--- src/rtl/core/assert_macros.svh ---
// ----------------------------------------------------------------------------
// assert_macros.svh
// shared assertion macros for the morph target blend block
// ----------------------------------------------------------------------------
`ifndef ASSERT_MACROS_SVH
`define ASSERT_MACROS_SVH

// same-cycle implication, checked outside reset
`define MTB_ASSERT(lbl, clk, rst_n, ante, cons, msg) \
    lbl: assert property (@(posedge clk) disable iff (!(rst_n)) (ante) |-> (cons)) \
        else $error(msg);

// next-cycle implication, checked outside reset
`define MTB_ASSERT_NEXT(lbl, clk, rst_n, ante, cons, msg) \
    lbl: assert property (@(posedge clk) disable iff (!(rst_n)) (ante) |=> (cons)) \
        else $error(msg);

`endif

--- src/rtl/core/mtb_pkg.sv ---
// ----------------------------------------------------------------------------
// mtb_pkg
// types, widths and codes of the morph target blend block
// ----------------------------------------------------------------------------
`default_nettype none

package mtb_pkg;

    localparam int MAX_TARGETS  = 8;
    localparam int MAX_VERTICES = 4096;
    localparam int TGT_W        = $clog2(MAX_TARGETS);
    localparam int VTX_W        = $clog2(MAX_VERTICES);
    localparam int ADDR_W       = TGT_W + VTX_W;
    localparam int STORE_DEPTH  = MAX_TARGETS * MAX_VERTICES;

    localparam int CNT_W        = 4;
    localparam int CFG_IDX_W    = 1;
    localparam int CFG_DATA_W   = 4;
    localparam int REQ_W        = 2;

    localparam int POS_W        = 18;
    localparam int NRM_W        = 16;
    localparam int WGT_W        = 16;
    localparam int FRAC         = 14;
    localparam int DELTA_W      = 3 * POS_W + 3 * NRM_W;

    localparam int PPROD_W      = WGT_W + POS_W;
    localparam int NPROD_W      = WGT_W + NRM_W;
    localparam int PACC_W       = 40;
    localparam int NACC_W       = 37;
    localparam int NR_W         = 21;

    localparam int MAG_W        = NR_W;
    localparam int SQ_W         = 2 * MAG_W;
    localparam int SUM_W        = SQ_W + 2;
    localparam int RAD_SHIFT    = 20;
    localparam int RAD_W        = SUM_W + RAD_SHIFT;
    localparam int ROOT_W       = RAD_W / 2;
    localparam int REM_W        = ROOT_W + 2;
    localparam int IT_W         = $clog2(ROOT_W);
    localparam int NUM_SHIFT    = 24;
    localparam int DIV_W        = MAG_W + NUM_SHIFT + 1;
    localparam int Q_W          = NRM_W;

    typedef enum logic [REQ_W-1:0] {
        REQ_WEIGHT = 2'd0,
        REQ_DELTA  = 2'd1,
        REQ_BLEND  = 2'd2,
        REQ_NONE   = 2'd3
    } t_req;

    localparam logic [CFG_IDX_W-1:0] CFG_TGT_CNT = 1'd0;
    localparam logic [CFG_IDX_W-1:0] CFG_NORMALS = 1'd1;

    typedef struct packed {
        logic                   start;
        logic signed [NR_W-1:0] nr_x;
        logic signed [NR_W-1:0] nr_y;
        logic signed [NR_W-1:0] nr_z;
    } t_norm_in;

    typedef struct packed {
        logic                    done;
        logic signed [NRM_W-1:0] nrm_x;
        logic signed [NRM_W-1:0] nrm_y;
        logic signed [NRM_W-1:0] nrm_z;
    } t_norm_out;

endpackage

`default_nettype wire

--- src/rtl/core/mtb_norm.sv ---
// ----------------------------------------------------------------------------
// mtb_norm
// normal renormalizer: squares, bit-pair square root, three long dividers
// ----------------------------------------------------------------------------
`default_nettype none
`include "assert_macros.svh"

module mtb_norm import mtb_pkg::*; (
    input  logic      i_clk,
    input  logic      i_rst_n,
    input  t_norm_in  i_ctl,
    output t_norm_out o_sts
);

    typedef enum logic [2:0] {
        N_IDLE, N_SQ, N_SUM, N_SQRT, N_PREP, N_DIV, N_SIGN
    } t_state;

    t_state                   r_state;
    logic                     r_done;
    logic [IT_W-1:0]          r_cnt;
    logic signed [NR_W-1:0]   r_nr   [3];
    logic [MAG_W-1:0]         r_mag  [3];
    logic                     r_neg  [3];
    logic [SQ_W-1:0]          r_sq   [3];
    logic [RAD_W-1:0]         r_rad;
    logic [REM_W-1:0]         r_rem;
    logic [ROOT_W-1:0]        r_root;
    logic [ROOT_W-1:0]        r_drem [3];
    logic [Q_W-1:0]           r_dlow [3];
    logic [Q_W-1:0]           r_q    [3];
    logic signed [NRM_W-1:0]  r_res  [3];

    logic signed [NR_W-1:0]   in_nr  [3];
    logic [REM_W+1:0]         rem_sh;
    logic [REM_W+1:0]         trial;
    logic                     sq_ge;
    logic [REM_W-1:0]         n_rem;
    logic [ROOT_W-1:0]        n_root;
    logic [DIV_W-1:0]         dividend [3];
    logic [ROOT_W:0]          dv_t   [3];
    logic                     dv_ge  [3];
    logic [ROOT_W-1:0]        n_drem [3];

    function automatic logic signed [NRM_W-1:0] sat_nr(input logic signed [NR_W-1:0] v);
        logic signed [NRM_W-1:0] r;
        if (&v[NR_W-1:NRM_W-1] || ~|v[NR_W-1:NRM_W-1]) begin
            r = v[NRM_W-1:0];
        end else if (v[NR_W-1]) begin
            r = {1'b1, {(NRM_W-1){1'b0}}};
        end else begin
            r = {1'b0, {(NRM_W-1){1'b1}}};
        end
        return r;
    endfunction

    function automatic logic signed [NRM_W-1:0] signed_q(input logic [Q_W-1:0] q,
                                                        input logic neg);
        logic signed [NRM_W-1:0] r;
        if (!neg) begin
            r = q[Q_W-1] ? {1'b0, {(NRM_W-1){1'b1}}} : $signed(q);
        end else if (q[Q_W-1] && |q[Q_W-2:0]) begin
            r = {1'b1, {(NRM_W-1){1'b0}}};
        end else begin
            r = $signed(-q);
        end
        return r;
    endfunction

    assign in_nr[0] = i_ctl.nr_x;
    assign in_nr[1] = i_ctl.nr_y;
    assign in_nr[2] = i_ctl.nr_z;

    always_comb begin
        rem_sh = {r_rem, r_rad[RAD_W-1 -: 2]};
        trial  = (REM_W+2)'({r_root, 2'b01});
        sq_ge  = rem_sh >= trial;
        n_rem  = sq_ge ? REM_W'(rem_sh - trial) : REM_W'(rem_sh);
        n_root = {r_root[ROOT_W-2:0], sq_ge};
        for (int i = 0; i < 3; i++) begin
            dividend[i] = DIV_W'({r_mag[i], {NUM_SHIFT{1'b0}}}) + DIV_W'(r_root >> 1);
            dv_t[i]     = {r_drem[i], r_dlow[i][Q_W-1]};
            dv_ge[i]    = dv_t[i] >= {1'b0, r_root};
            n_drem[i]   = dv_ge[i] ? ROOT_W'(dv_t[i] - {1'b0, r_root}) : ROOT_W'(dv_t[i]);
        end
    end

    always_ff @(posedge i_clk) begin
        if (!i_rst_n) begin
            r_state <= N_IDLE;
            r_done  <= 1'b0;
            r_cnt   <= '0;
        end else begin
            r_done <= 1'b0;
            case (r_state)
                N_IDLE: begin
                    if (i_ctl.start) begin
                        r_state <= N_SQ;
                    end
                end
                N_SQ: begin
                    r_state <= N_SUM;
                end
                N_SUM: begin
                    r_cnt   <= IT_W'(ROOT_W - 1);
                    r_state <= N_SQRT;
                end
                N_SQRT: begin
                    r_cnt <= r_cnt - 1'b1;
                    if (r_cnt == '0) begin
                        r_state <= N_PREP;
                    end
                end
                N_PREP: begin
                    r_cnt <= IT_W'(Q_W - 1);
                    if (r_root == '0) begin
                        r_done  <= 1'b1;
                        r_state <= N_IDLE;
                    end else begin
                        r_state <= N_DIV;
                    end
                end
                N_DIV: begin
                    r_cnt <= r_cnt - 1'b1;
                    if (r_cnt == '0) begin
                        r_state <= N_SIGN;
                    end
                end
                N_SIGN: begin
                    r_done  <= 1'b1;
                    r_state <= N_IDLE;
                end
                default: begin
                    r_state <= N_IDLE;
                end
            endcase
        end
    end

    always_ff @(posedge i_clk) begin
        case (r_state)
            N_IDLE: begin
                for (int i = 0; i < 3; i++) begin
                    r_nr[i]  <= in_nr[i];
                    r_neg[i] <= in_nr[i][NR_W-1];
                    r_mag[i] <= in_nr[i][NR_W-1] ? MAG_W'(-in_nr[i]) : MAG_W'(in_nr[i]);
                end
            end
            N_SQ: begin
                for (int i = 0; i < 3; i++) begin
                    r_sq[i] <= r_mag[i] * r_mag[i];
                end
            end
            N_SUM: begin
                r_rad  <= {SUM_W'(r_sq[0]) + SUM_W'(r_sq[1]) + SUM_W'(r_sq[2]),
                           {RAD_SHIFT{1'b0}}};
                r_rem  <= '0;
                r_root <= '0;
            end
            N_SQRT: begin
                r_rad  <= {r_rad[RAD_W-3:0], 2'b00};
                r_rem  <= n_rem;
                r_root <= n_root;
            end
            N_PREP: begin
                for (int i = 0; i < 3; i++) begin
                    r_drem[i] <= ROOT_W'(dividend[i][DIV_W-1:Q_W]);
                    r_dlow[i] <= dividend[i][Q_W-1:0];
                    r_q[i]    <= '0;
                    r_res[i]  <= sat_nr(r_nr[i]);
                end
            end
            N_DIV: begin
                for (int i = 0; i < 3; i++) begin
                    r_drem[i] <= n_drem[i];
                    r_dlow[i] <= {r_dlow[i][Q_W-2:0], 1'b0};
                    r_q[i]    <= {r_q[i][Q_W-2:0], dv_ge[i]};
                end
            end
            N_SIGN: begin
                for (int i = 0; i < 3; i++) begin
                    r_res[i] <= signed_q(r_q[i], r_neg[i]);
                end
            end
            default: begin
            end
        endcase
    end

    assign o_sts.done  = r_done;
    assign o_sts.nrm_x = r_res[0];
    assign o_sts.nrm_y = r_res[1];
    assign o_sts.nrm_z = r_res[2];

    `MTB_ASSERT(a_div_len_nonzero, i_clk, i_rst_n, r_state == N_DIV, r_root != '0,
        "division by zero length")
    `MTB_ASSERT_NEXT(a_start_from_idle, i_clk, i_rst_n, i_ctl.start, r_state == N_SQ,
        "start while busy")
    `MTB_ASSERT(a_done_in_idle, i_clk, i_rst_n, r_done, r_state == N_IDLE,
        "done outside idle")

endmodule

`default_nettype wire

--- config.mk ---
export PLATFORM = sky130hd
export DESIGN_NAME = mtb_norm
export DESIGN_NICKNAME = d
export VERILOG_FILES = /design/src/rtl/core/mtb_pkg.sv /design/src/rtl/core/mtb_norm.sv
export VERILOG_INCLUDE_DIRS = /design/src /design/src/rtl/core
export SDC_FILE = /design/constraint.sdc
export NUM_CORES = 2
export LEC_CHECK = 0
export ABC_CLOCK_PERIOD_IN_PS = 19920
export BUFFER_PORTS_ARGS = -buffer_cell sky130_fd_sc_hd__buf_2
export CELL_PAD_IN_SITES_DETAIL_PLACEMENT = 1
export CELL_PAD_IN_SITES_GLOBAL_PLACEMENT = 1
export CORE_MARGIN = 2
export CORE_UTILIZATION = 45
export DETAILED_ROUTE_END_ITERATION = 10
export PLACE_DENSITY_LB_ADDON = 0.1
export REMOVE_ABC_BUFFERS = 1
export SYNTH_ARGS = -nofsm -noshare
export SYNTH_HDL_FRONTEND = slang
export SYNTH_SLANG_ARGS = --single-unit
--- constraint.sdc ---
create_clock -name i_clk -period 19.92 [get_ports i_clk]
set_clock_uncertainty 0.05 [all_clocks]
set_input_delay 2.988 -clock i_clk [delete_from_list [all_inputs] [get_ports i_clk]]
set_output_delay 2.988 -clock i_clk [all_outputs]
set_load 0.01 [all_outputs]
---- Yosys cells after proc, flatten, opt, wreduce, memory -nomap -nowiden ----
Memory sizes are Yosys's and may differ from the RTL's.
Index checks and enable logic that the tools add are counted.
word-level totals
  bits of input ports ..................... 66
  output and inout port bits .............. 49
  RAM bits ................................ 495
  memories kept ........................... 8
  register bits after elaboration ......... 139
operators by class
  magnitude comparators ................... 4
  eq/ne operators ......................... 9
  multiply operators ...................... 3
  bitwise logic cells ..................... 12
  reductions and logical operators ........ 25
  $add $sub $neg .......................... 16
  mux-type cells .......................... 61
memory list
  memory       words  bits a word  rd ports  clocked after memory_dff  wr ports  line            RTL
  r_sq         3      42           3         0                         3         mtb_norm.sv:25  logic [SQ_W-1:0] r_sq [3];
  r_drem       3      32           3         0                         3         mtb_norm.sv:29  logic [ROOT_W-1:0] r_drem [3];
  r_mag        3      21           3         0                         3         mtb_norm.sv:23  logic [MAG_W-1:0] r_mag [3];
  r_nr         3      21           3         0                         3         mtb_norm.sv:22  logic signed [NR_W-1:0] r_nr [3];
  r_dlow       3      16           3         0                         3         mtb_norm.sv:30  logic [Q_W-1:0] r_dlow [3];
  r_q          3      16           3         0                         3         mtb_norm.sv:31  logic [Q_W-1:0] r_q [3];
  +2 memories  --     --           --        --                        --        --
operator list
  kind                                              number
  16-bit 2-to-1 mux                                 27
  32-bit 2-to-1 mux                                 6
  45-bit by 31-bit adder with 46-bit output         3
  64-bit case mux with 2 select lines               1
  21-bit by 21-bit multiplier with 42-bit output    3
  33-bit by 32-bit >= comparator with 1-bit output  3
  32-bit subtractor                                 3
  34-bit case mux with 2 select lines               1
  32-bit case mux with 2 select lines               1
  21-bit 2-to-1 mux                                 3
  21-bit negator                                    3
  16-bit negator                                    3
  15-bit 2-to-1 mux                                 3
  15-bit OR reduction                               3
  43-bit by 42-bit adder with 44-bit output         1
  42-bit by 42-bit adder with 43-bit output         1
  36-bit by 34-bit >= comparator with 1-bit output  1
  34-bit 2-to-1 mux                                 1
  34-bit subtractor                                 1
  32-bit zero test                                  1
  3-bit case mux with 6 select lines                1
  6-bit AND reduction                               3
  6-bit OR reduction                                3
  5-bit case mux with 3 select lines                1
  other kinds (18)                                  53

---- Logic depth before layout (Yosys ltp) ----
An unclocked memory read counts as a cell.
  depth after elaboration ................. 7
  mapped depth ............................ 29

---- Least setup slack after synthesis ----
OpenSTA, ideal clock, no wires.
  path type ............................... register to register
  from .................................... register r_state[0]
  to ...................................... memory r_sq[0][0] (netlist name), enable pin
  data required time ...................... 19,089 ps
  stages on the path, launching flop included .. 4
  path buffers ............................ 2
  setup time .............................. 781 ps
  arrival ................................. 9,849 ps
  period minus slack after synthesis ...... 10,680 ps
  slack ................................... 9,240 ps
  path through ............................ dfxtp_1 clkbuf_1 clkbuf_1 nor3b_1
RTL lines
  what                      line             RTL
  start: declaration        mtb_norm.sv:19   t_state r_state;
  start signal: assignment  mtb_norm.sv:90   r_state <= N_IDLE;
  start signal: assignment  mtb_norm.sv:98   r_state <= N_SQ;
  start signal: assignment  mtb_norm.sv:102  r_state <= N_SUM;
  end: declaration          mtb_norm.sv:25

==> results.cfg <==
[sta]
fin_setup_tns_ps = 0
grt_setup_unrepaired = no
setup_viol = 0
period_share_pct = 42.3
relSlewSlack_pct = 14.9
final_hold_viol_count = 0
min_period_ps = 8420
worst_pin_slew_ps = 1280
drv_slew = 0
timing.final.ws_setup_ps = 11500
fmax_ghz = 0.119

[floorplanning]
die_x_um = 405
die_area_mm2 = 0.164
ios = 115
fp-row-count = 147
start_util_pct = 45.2
die_h_um = 405
core_area_mm2 = 0.160

[clock_tree]
clk_latency_ps = 700
htreeDepth = 3
clockRootBuffer = clkbuf_16
cts.sinks = 573
clkTransAtPathRegs_ps = 60
clockBufferDepth = 3
cts_tree = done
holdBufCountCts = 0
tritoncts.num_buffers = 70
cts_setup_buffers = 0
ctsResizeCount = 0

[logic_synthesis]
ys_ff_latch = 573
synth_edf_count = 564
syn_inst = 7509
syn_area_per_cell_um2 = 9.63
async_reset_ff_share_pct = 0
yosys.cell_types.count = 88
synthesis.area_mm2 = 0.0723
synth-main-ff-cell = edfxtp_1
yosys_warnings = 0
yosysSeqAreaShare_pct = 23.7

[detailed_routing]
drtPass1Iterations = 5
num_vias = 53200
viasPerCell = 5.53
wl_per_cell_um = 22.7
wl_um = 219000
ant_nets = 0
drt_iter0_markers = 3366
drc = 0

[critical_path]
start_kind = register
critPathCaptureType = register
critPathMaxFanout = 22
crit_arrival_ps = 8790
required_ps = 20290
path_class = reg2reg

[global_route]
grt_max_degree = 81
grt_pass1_wl_um = 344000
gr-total-overflow = 0
grt_pass1_vias = 58400
antenna_found_initial = 6
track_usage_pct = 27.3

[min_path]
hold_path_class = reg2reg

[placed_design]
io_buffers = 114
dp_hpwl_um = 174000
pre_cts_slack_ps = 11550
gp_congestion = 0.887

[final_layout]
nets = 9196
area_delta_synth_final_pct = 7.12
n_antenna_cell = 0
drive_gt1_share_pct = 4.77

[outcome]
status = complete, no violations

[flow_run]
cap_violations = 0
-- worst max-delay path, cell delays in order, from the launching register on --
cell and delay (ps):
edfxtp_1 1000, nand2_1 230, fa_1 650, fa_1 450, fa_1 510, inv_1 50
fa_1 550, fa_1 430, fa_1 490, inv_1 50, fa_1 470, inv_1 50
ha_1 340, nand3_1 120, nor2_1 200, and3_1 190, a221o_1 250, a21oi_1 110
o41ai_1 1010, a31oi_1 330, o31ai_1 330, a21oi_1 120, xnor2_1 130
-- logic make-up (layout without fill, tap and decap cells) --
| family | after synthesis | after routing | synth area share [%] |
|---|---|---|---|
| muxes | 58 | 58 | 0.813 |
| adders and majority gates | 1634 | 1634 | 38.5 |
| xor gates and xnor gates | 381 | 381 | 4.61 |
| AOI/OAI and AO/OA | 1303 | 1303 | 11.3 |
| buffers and inverters | 1685 | 1727 | 8.78 |
| and+or+nand+nor | 1875 | 1875 | 12.4 |
| DFF | 573 | 573 | 23.7 |
-- cell usage after synthesis, types with 9 or more instances --
cell type  number  share of area, %
inv_1        1402               7.3
fa_1          982                27
nand2_1       699               3.6
ha_1          652                11
edfxtp_1      564                23
a21oi_1       440               3.0
nor2_1        379               2.0
xnor2_1       270               3.3
clkbuf_1      259               1.3
and2_1        255               2.2
o21ai_0       201               1.4
a21o_1        198               2.1
xor2_1        111               1.3
nand3_1        91              0.63
nor3_1         77              0.53
and3_1         73              0.63
or3_1          59              0.51
a31oi_1        53              0.46
o21ai_1        53              0.37
mux2i_1        52              0.72
nand4_1        52              0.45
nor2b_1        47              0.41
o31ai_1        47              0.49
o21a_1         45              0.47
o21bai_1       43              0.45
a211oi_1       40              0.42
nand2b_1       39              0.34
nor4_1         27              0.23
o211ai_1       27              0.28
or2_2          16              0.14
buf_2          15              0.10
o41ai_1        15              0.18
a21boi_0       14              0.15
nor3b_1        12              0.12
o31a_1         12              0.15
a211o_1        11              0.13
or4_1          11              0.11
a22oi_1        10              0.10
a221oi_1        9              0.11
dfxtp_1         9              0.25
-- area by class of cell --
cell class	count	area, um2
Fill cell	18100	82500
Multi-Input combinational cell	5251	48900
Sequential cell	573	17100
Inverter	1403	5270
Tap cell	2086	2610
Clock buffer	84	1850
Timing Repair Buffer	197	1190
Clock inverter	43	510
-- metal layers --
layer	share of wire [%]	routed length, um	GRT usage (%)
met5	0.012	27	0
met4	2.0	4470	5.64
met3	4.1	9000	2.94
met2	48	106000	46.5
met1	45	99500	37.8
-- cell usage in the layout, fill, tap and decap left out, types with 201 or more instances in the layout --
cell type,count
fa_1,982
and2_1,255
nand2_1,697
o21ai_0,201
a21oi_1,439
inv_1,1402
nor2_1,379
edfxtp_1,564
xnor2_1,270
ha_1,652
-- path summary, 6_finish.rpt --
| path | from | end | slack [ps] | cells past startpoint |
|---|---|---|---|---|
| max | r_mag[0][50]$_DFFE_PN_ | r_sq[0][125]$_DFFE_PP_ | 11500 | 22 |
| min | r_cnt[0]$_SDFFE_PN0P_ | r_cnt[0]$_SDFFE_PN0P_ | 460 | 1 |
| max reg2reg | r_mag[0][50]$_DFFE_PN_ | r_sq[0][125]$_DFFE_PP_ | 11500 | 22 |
| min reg2reg | r_cnt[0]$_SDFFE_PN0P_ | r_cnt[0]$_SDFFE_PN0P_ | 460 | 1 |
-- state kept, by name, summed over array words and instances (netlist names) --
register,cells
r_cnt,5
r_dlow,16
r_done,1
r_drem,96
r_mag,60
r_nr,63
r_q,48
r_rad,44
r_rem,34
r_res,48
r_root,32
r_sq,123
r_state,3
-- through the flow --
stage          util, %  std cells  cell area [um2]  hold slack [ps]
4_1_cts           48.4       9637            77500              458
2_1_floorplan        -       7227            71300              412
3_5_place_dp      47.0       9510            75100              449
5_1_grt           48.4       9637            77500              487
3_3_place_gp      47.0       9510            75100              438
6_report          48.4       9637            77500              460
Power is left out: the tool's default activity adds up to more than one toggle a clock period on the data nets, which glitch-free logic cannot reach.
